===== src/design/bate_pkg.sv =====
package bate_pkg;

  // table geometry
  localparam int DEPTH = 128;
  localparam int IDX_W = $clog2(DEPTH);
  localparam int CNT_W = IDX_W + 1;
  localparam int VAL_W = 32;
  localparam logic [CNT_W-1:0] DEPTH_CNT = CNT_W'(DEPTH);

  // reduction tree: groups of cells, then a final pick over groups
  localparam int GRP   = 8;
  localparam int GRP_W = $clog2(GRP);
  localparam int NGRP  = DEPTH / GRP;

  // command codes
  localparam logic [2:0] OP_FIND   = 3'd0;
  localparam logic [2:0] OP_MODIFY = 3'd1;
  localparam logic [2:0] OP_APPEND = 3'd2;
  localparam logic [2:0] OP_CLEAR  = 3'd3;
  localparam logic [2:0] OP_REMOVE = 3'd4;

  // status codes
  localparam logic [1:0] ST_OK        = 2'd0;
  localparam logic [1:0] ST_NOT_FOUND = 2'd1;
  localparam logic [1:0] ST_RANGE     = 2'd2;
  localparam logic [1:0] ST_FULL      = 2'd3;

  // command broadcast to every cell
  typedef struct packed {
    logic                    valid;
    logic [2:0]              op;
    logic [IDX_W-1:0]        index;
    logic signed [VAL_W-1:0] value;
    logic [CNT_W-1:0]        count;
    logic                    ok;    // index below count
    logic                    room;  // count below depth
  } bcast_t;

  // reduced answer from the cell row
  typedef struct packed {
    logic                    hit;
    logic [IDX_W-1:0]        index;
    logic signed [VAL_W-1:0] data;
  } red_t;

endpackage


===== src/design/bate_cell.sv =====
module bate_cell (
  input  logic                             clk,
  input  bate_pkg::bcast_t                 bc,
  input  logic [bate_pkg::IDX_W-1:0]       pos,
  input  logic signed [bate_pkg::VAL_W-1:0] next_value,
  output logic signed [bate_pkg::VAL_W-1:0] value_out,
  output logic                             match,
  output logic signed [bate_pkg::VAL_W-1:0] tap
);

  logic signed [bate_pkg::VAL_W-1:0] entry;
  logic [bate_pkg::CNT_W-1:0]        pos_c;
  logic                              in_use;
  logic                              at_idx;
  logic                              at_cnt;
  logic                              below_idx;
  logic                              below_last;

  // position relative to the command
  assign pos_c      = {1'b0, pos};
  assign in_use     = pos_c < bc.count;
  assign at_idx     = pos == bc.index;
  assign at_cnt     = pos_c == bc.count;
  assign below_idx  = pos < bc.index;
  assign below_last = (pos_c + bate_pkg::CNT_W'(1)) < bc.count;

  assign value_out = entry;

  // entry update, compare and read tap
  always_ff @(posedge clk) begin
    if (bc.valid) begin
      match <= in_use && (entry == bc.value);
      tap   <= (bc.op == bate_pkg::OP_MODIFY && at_idx) ? entry : '0;
      case (bc.op)
        bate_pkg::OP_MODIFY: if (bc.ok && at_idx) entry <= bc.value;
        bate_pkg::OP_CLEAR:  if (bc.ok && at_idx) entry <= '0;
        bate_pkg::OP_APPEND: if (bc.room && at_cnt) entry <= bc.value;
        bate_pkg::OP_REMOVE: if (bc.ok && !below_idx && below_last) entry <= next_value;
        default: ;
      endcase
    end
  end

endmodule


===== config.mk =====
export PLATFORM = sky130hd
export DESIGN_NAME = bate_cell
export DESIGN_NICKNAME = d
export VERILOG_FILES = /design/src/design/bate_pkg.sv /design/src/design/bate_cell.sv
export SDC_FILE = /design/constraint.sdc
export NUM_CORES = 1
export LEC_CHECK = 0
export CAP_MARGIN = 20
export CORE_ASPECT_RATIO = 1.2
export CORE_MARGIN = 8
export CORE_UTILIZATION = 40
export DETAILED_ROUTE_END_ITERATION = 6
export DONT_BUFFER_PORTS = 1
export PLACE_DENSITY = 0.65
export SYNTH_ARGS = -nofsm -noshare
export SYNTH_HDL_FRONTEND = slang
export SYNTH_SLANG_ARGS = --single-unit

===== constraint.sdc =====
create_clock -name clk -period 4.9 [get_ports clk]
set_input_delay 0 -clock clk [delete_from_list [all_inputs] [get_ports clk]]
set_output_delay 0 -clock clk [all_outputs]
set_load 0.005 [all_outputs]

==> summary.txt, run 1 <==
Final layout
  – # fillers: 744
  – Non-Filler Instances: 464
  – Share of layout cells above drive strength 1: 0.0720
  – Commonest non-fill, non-tap cells in the layout: dlygate4sd3_1, edfxtp_1, a22o_1, and2_1, xnor2_1
  – Antenna cells: 0
  – Final Util: 0.524
  – Area delta synth->final: 27.4%
  – Post-layout nets: 458

Clock tree
  – Post-CTS setup repair buffer count: 0
  – Clk slew on worst S/H paths: 0.07 ns
  – Clock Tree Root: clkbuf_8
  – Cts repair resizes: 0
  – Maximum clock path buffer count: 2
  – Clk Latency, worst-skew pair: 0.34 ns
  – CTS buffer count: 9
  – H-tree levels: 3
  – CTS tree: done
  – Sink Count: 65

Worst setup path
  – Critical Path RT: 4.89 ns
  – Delay-heaviest family, CP: simple AND/OR/NAND/NOR gates
  – Max FO, Critical Path: 32
  – CP Data Arrival Time: 1.91 ns
  – CP Capture Type: flop
  – Slowest cell on crit path: buf_4
  – Reg2Reg Setup Slack: 3.30 ns
  – CP bufs+invs: 1
  – CP Class: input port to flop
  – Critical path launch point type: input port
  – CP max stage delay: 0.43 ns
  – CP Cell Sequence: ha_1 > nand3_1 > nor2_1 > xor2_1 > ha_1 > nand3_1 > nand4b_1 > nand2_1 > o311ai_1 > nor4_2 > buf_4

Place
  – # port buffers: 0
  – Placed Cells incl. Taps: 381
  – GPL Wtd Cong: 0.786
  – DP HPWL: 7040 µm

STA
  – Max_slew headroom: 0.446
  – Tmin final: 1.92 ns
  – Least-Margin Pin Slew: 0.830 ns
  – Max Clk Rate: 0.520 GHz
  – Clk_skew: 0.00350 ns
  – Fin. max-slew vios: 0
  – Aggregate negative setup slack: 0 ns
  – Worst hold margin: 0.00458 ns
  – Final Hold Fails: 0
  – RSZ-0062 raised after global routing: no
  – Period utilization: 0.392
  – Setup violators final: 0

Floorplanning
  – Core Area: 8610 µm²
  – Area of the die: 12100 µm²
  – Starting Density: 0.411
  – Die X: 102 µm
  – # rows: 37
  – Die H: 119 µm
  – I/O pins: 158

Global routing
  – Initial antenna violation count: 0
  – Largest net degree at the start of global routing: 34
  – First-pass GRT wire length: 15800 µm
  – Vias in the first global route: 2753
  – Total grt overflow: 0
  – GRT Total Usage: 0.171

Synthesis
  – Sequential area share after synthesis: 0.551
  – Post-Syn Area: 3540 µm²
  – Number of synthesized flops with an enable pin: 65
  – Synth Net Count: 388
  – Syn Area/Cell: 13.0 µm²
  – Top-area cell type share of the netlist area: 0.551
  – Gate Count Post-Synth: 272
  – Post-synthesis register bit count: 65
  – Synth top area cells: edfxtp_1, ha_1, a22o_1
  – Synthesis Warnings: 0
  – Dominant cell type by area after synthesis: edfxtp_1
  – Async SR Flop Fraction: 0
  – Ys flop type: edfxtp_1
  – Cell variety after synth: 34

Min path
  – Hold Path Class: input port to flop

Power
  – Maximum VDD drop: 0.110 mV
  – PwrDens: 282 nW/µm²
  – Power Total: 0.00127 W
  – LEAKAGE: 1.75 nW

Run status
  – Status: complete, no violations

Routing
  – Drt drc: 0
  – Antenna Nets Post-Route: 0
  – Via count: 2515
  – First-pass DRT Iterations: 4
  – DRT Wirelength: 10300 µm
  – DR WL/cell: 22.2 µm
  – DRT iter0 DRCs: 99
  – Post-DR vias/cell: 5.42

Job
  – Max-cap viol count: 0
==> final timing paths <==
path	startpoint	cells after the start	to
setup reg to reg	value_out[3]	5	match
setup / recovery	pos[0]	11	value_out[31]
hold / removal	bc[50]	2	tap[14]
hold reg to reg	value_out[11]	1	tap[11]
==> Yosys cell counts, types with 4 or more instances <==
cell type / number
nand3_1: 5
nand4_1: 9
edfxtp_1: 65
and2_1: 32
a22o_1: 32
ha_1: 23
inv_1: 14
a21oi_1: 6
nor4_1: 5
xnor2_1: 24
nand2_1: 6
buf_2: 4
xor2_1: 13
==> power breakdown <==
group | switching (W) | internal, W | leakage (nW)
Clock | 0.000205 | 0.000233 | 0.0893
Sequential | 0.0000217 | 0.000638 | 0.635
Combinational | 0.0000717 | 0.000103 | 1.03
==> metal layers <==
layer | track usage | wire length, µm | vias to the layer above
met5 | 0 | 0 | -
met4 | 0.0690 | 257 | 0
met3 | 0.0793 | 1340 | 16
met2 | 0.298 | 5190 | 150
met1 | 0.170 | 3520 | 1192
li1 | - | - | 1157
==> registers in the layout, summed over array words and instances (netlist names) <==
| register | count |
|---|---|
| match | 1 |
| tap | 32 |
| value_out | 32 |
==> area by class of cell <==
type,count,area (µm²),area share
clock buffer,9,124,0.0275
clock inverter,7,70.1,0.0155
inverter,14,52.6,0.0117
multi-input combinational,183,1470,0.325
sequential,65,1950,0.433
tap,117,146,0.0325
timing repair buffer,69,701,0.155
==> metrics by stage <==
stage	setup slack [ns]	instance area (µm²)
2_1_floorplan	0.122	3540
3_3_place_gp	2.70	3630
3_5_place_dp	2.63	3630
4_1_cts	2.99	4500
5_1_grt	2.78	4510
6_report	2.98	4510
==> cell families after synthesis <==
logic type | after synthesis | synth area share
buffers and inverters | 24 | 0.0364
AO/OA/AOI/OAI | 49 | 0.110
AND/OR/NAND/NOR | 73 | 0.125
adder cells (fa/ha/maj) | 23 | 0.0813
XOR/XNOR | 37 | 0.0916
multiplexers | 1 | 0.00424
flip-flops | 65 | 0.551
==> timing repair <==
action                                 CTS  global route
endpoints found under the hold margin   65             0
hold buffers                            66             0
setup endpoints to repair                0             0
(Power assumes the default switching activity.)
==> run 2: changes to the inputs <==
==> constraint.sdc (replaced) <==
create_clock -name clk -period 1.7 [get_ports clk]
set_input_delay 0 -clock clk [delete_from_list [all_inputs] [get_ports clk]]
set_output_delay 0 -clock clk [all_outputs]
set_load 0.005 [all_outputs]
==> summary.txt, run 2 (synthesized netlist as in run 1, its figures left out) <==
Floorplanning
  – I/O pins: 158 (unchanged)
  – Die X: 102 µm (unchanged)
  – Core Area: 8610 µm² (unchanged)
  – Die H: 119 µm (unchanged)
  – # rows: 37 (unchanged)
  – Area of the die: 12100 µm² (unchanged)
  – Starting Density: 0.411 (unchanged)

Routing
  – Post-DR vias/cell: 5.32 (-1.9%)
  – Drt drc: 0 (unchanged)
  – Antenna Nets Post-Route: 0 (unchanged)
  – Via count: 2547 (+1.3%)
  – DRT iter0 DRCs: 129 (+30%)
  – DR WL/cell: 22.0 µm (-0.90%)
  – DRT Wirelength: 10500 µm (+2.3%)
  – First-pass DRT Iterations: 4 (unchanged)

Final layout
  – Share of layout cells above drive strength 1: 0.130 (+0.0578)
  – Antenna cells: 0 (unchanged)
  – Final Cell Area: 4780 µm² (+5.9%)
  – Non-Filler Instances: 479 (+3.2%)
  – Commonest non-fill, non-tap cells in the layout: dlygate4sd3_1, edfxtp_1, a22o_1, and2_1, xnor2_1
  – Area delta synth->final: 34.9%
  – Post-layout nets: 473 (+3.3%)
  – Final Util: 0.555 (+0.0308)

Global routing
  – First-pass GRT wire length: 15600 µm (-0.79%)
  – Vias in the first global route: 2786 (+1.2%)
  – Largest net degree at the start of global routing: 34 (unchanged)
  – Total grt overflow: 0 (unchanged)
  – GRT Total Usage: 0.170 (-0.000262)
  – Initial antenna violation count: 0 (unchanged)

Job
  – Max-cap viol count: 0 (unchanged)

STA
  – Clk_skew: 0.00918 ns (+0.00568 ns)
  – Least-Margin Pin Slew: 0.475 ns (-0.355 ns)
  – Final Hold Fails: 0 (unchanged)
  – Period utilization: 0.991
  – Max Clk Rate: 0.594 GHz
  – RSZ-0062 raised after global routing: yes
  – Max_slew headroom: 0.681 (+0.235)
  – Setup violators final: 0 (unchanged)
  – Slack of the critical path: 0.0154 ns (-2.96 ns)
  – Fin. max-slew vios: 0 (unchanged)
  – Tmin final: 1.68 ns

Power
  – Power Total: 0.00386 W (+200%)
  – Maximum VDD drop: 0.374 mV (+240%)
  – LEAKAGE: 1.86 nW (+6.5%)
  – Clock share of power: 0.362 (+0.018)
  – Switching portion of total power: 0.225 (-0.00904)
  – Combinational share of power: 0.147 (+0.009)
  – Sequential Power Share: 0.491 (-0.027)
  – Internal power: 0.00299 W (+210%)
  – PwrDens: 809 nW/µm² (+190%)
  – Sw Pwr: 0.000870 W (+190%)

Place
  – GPL Wtd Cong: 0.863 (+9.7%)
  – DP HPWL: 7060 µm (+0.33%)
  – DP Worst Slack: -0.284 ns (-2.92 ns)
  – Post-placement cell area: 3770 µm² (+3.8%)
  – Placed Cells incl. Taps: 391 (+2.6%)
  – # port buffers: 0 (unchanged)

Worst setup path
  – Critical path launch point type: input port
  – Critical Path RT: 1.75 ns (-3.14 ns)
  – Worst reg2reg path depth: 5 (unchanged)
  – Max FO, Critical Path: 8 (-75%)
  – Reg-to-reg endpoint: match
  – CP Data Arrival Time: 1.74 ns (-0.17 ns)
  – Reg2Reg Setup Slack: 0.15 ns (-3.15 ns)
  – Worst r2r src: value_out[3]
  – CP Class: input port to flop
  – CP Capture Type: flop

Clock tree
  – Clk slew on worst S/H paths: 0.06 ns (about the same)
  – CTS buffer count: 9 (unchanged)
  – Clk Latency, worst-skew pair: 0.34 ns (about the same)
  – H-tree levels: 3 (unchanged)
  – Sink Count: 65 (unchanged)
  – Clock Tree Root: clkbuf_8
  – CTS tree: done
  – Maximum clock path buffer count: 2 (unchanged)

Min path
  – Hold path endpoint: match
  – Worst Hold Path Cells: 3 (+1)
  – Hold Path Class: input port to flop
  – Hold path start: bc[29]

Run status
  – Status: complete, no violations
[run 2: per-layer routing]
metal	vias to the layer above	part of all wire	global-route usage
met4	0	0.025	0.0718
met2	121	0.51	0.298
met3	17	0.11	0.0816
met5	-	0	0
met1	1216	0.36	0.166
li1	1193	-	-
[run 2: worst max-delay path by stage]
stage | cells after the start | slack [ns] | end | from
after floorplan | 7 | -0.88 | value_out[0] | pos[0]
after global placement | 8 | -0.21 | value_out[4] | pos[0]
after detailed placement | 9 | -0.28 | value_out[21] | pos[0]
after CTS | 9 | 0.07 | value_out[24] | pos[0]
after global routing | 12 | -0.06 | value_out[1] | pos[1]
final | 12 | 0.02 | value_out[5] | pos[1]
[run 2: timing repair]
action | 4_1_cts | 5_1_grt
buffers inserted | 0 | 4
endpoints found under the hold margin | 65 | 0
hold buffers | 66 | 0
gates resized for setup | 0 | 8
setup endpoints to repair | 0 | 12
[run 2: area by class of cell]
type | instances | area (µm²)
Clock buffer | 10 | 128
Clock inverter | 6 | 82.6
Fill cell | 735 | 3830
Inverter | 14 | 52.6
Multi-Input combinational cell | 183 | 1550
Sequential cell | 65 | 1950
Tap cell | 117 | 146
Timing Repair Buffer | 84 | 866
[run 2: power groups by stage]
stage | combinational, W | sequential [W] | clock (W)
global placement | 0.000344 | 0.00193 | 0
CTS | 0.000536 | 0.00190 | 0.00142
finish | 0.000566 | 0.00190 | 0.00140
global route | 0.000622 | 0.00190 | 0.00149
floorplan | 0.000279 | 0.00191 | 0
detailed placement | 0.000357 | 0.00193 | 0
[run 2: metrics by stage]
step	hold slack [ns]	TNS [ns]
2_1_floorplan	0.112	-28.23
3_3_place_gp	0.116	-6.78
3_5_place_dp	0.116	-9.05
4_1_cts	0.0191	0
5_1_grt	0.0480	-1.68
6_report	0.0236	0
[run 2: worst max-delay path: stages]
cell and delay, ns:
ha_4 0.15, nand3_4 0.07, nor2_4 0.03, xor2_1 0.15, ha_1 0.31, nand3_1 0.07, nand4b_1 0.13, nand2_2 0.10
o311ai_4 0.10, nor4_4 0.27, buf_4 0.19, clkbuf_16 0.16
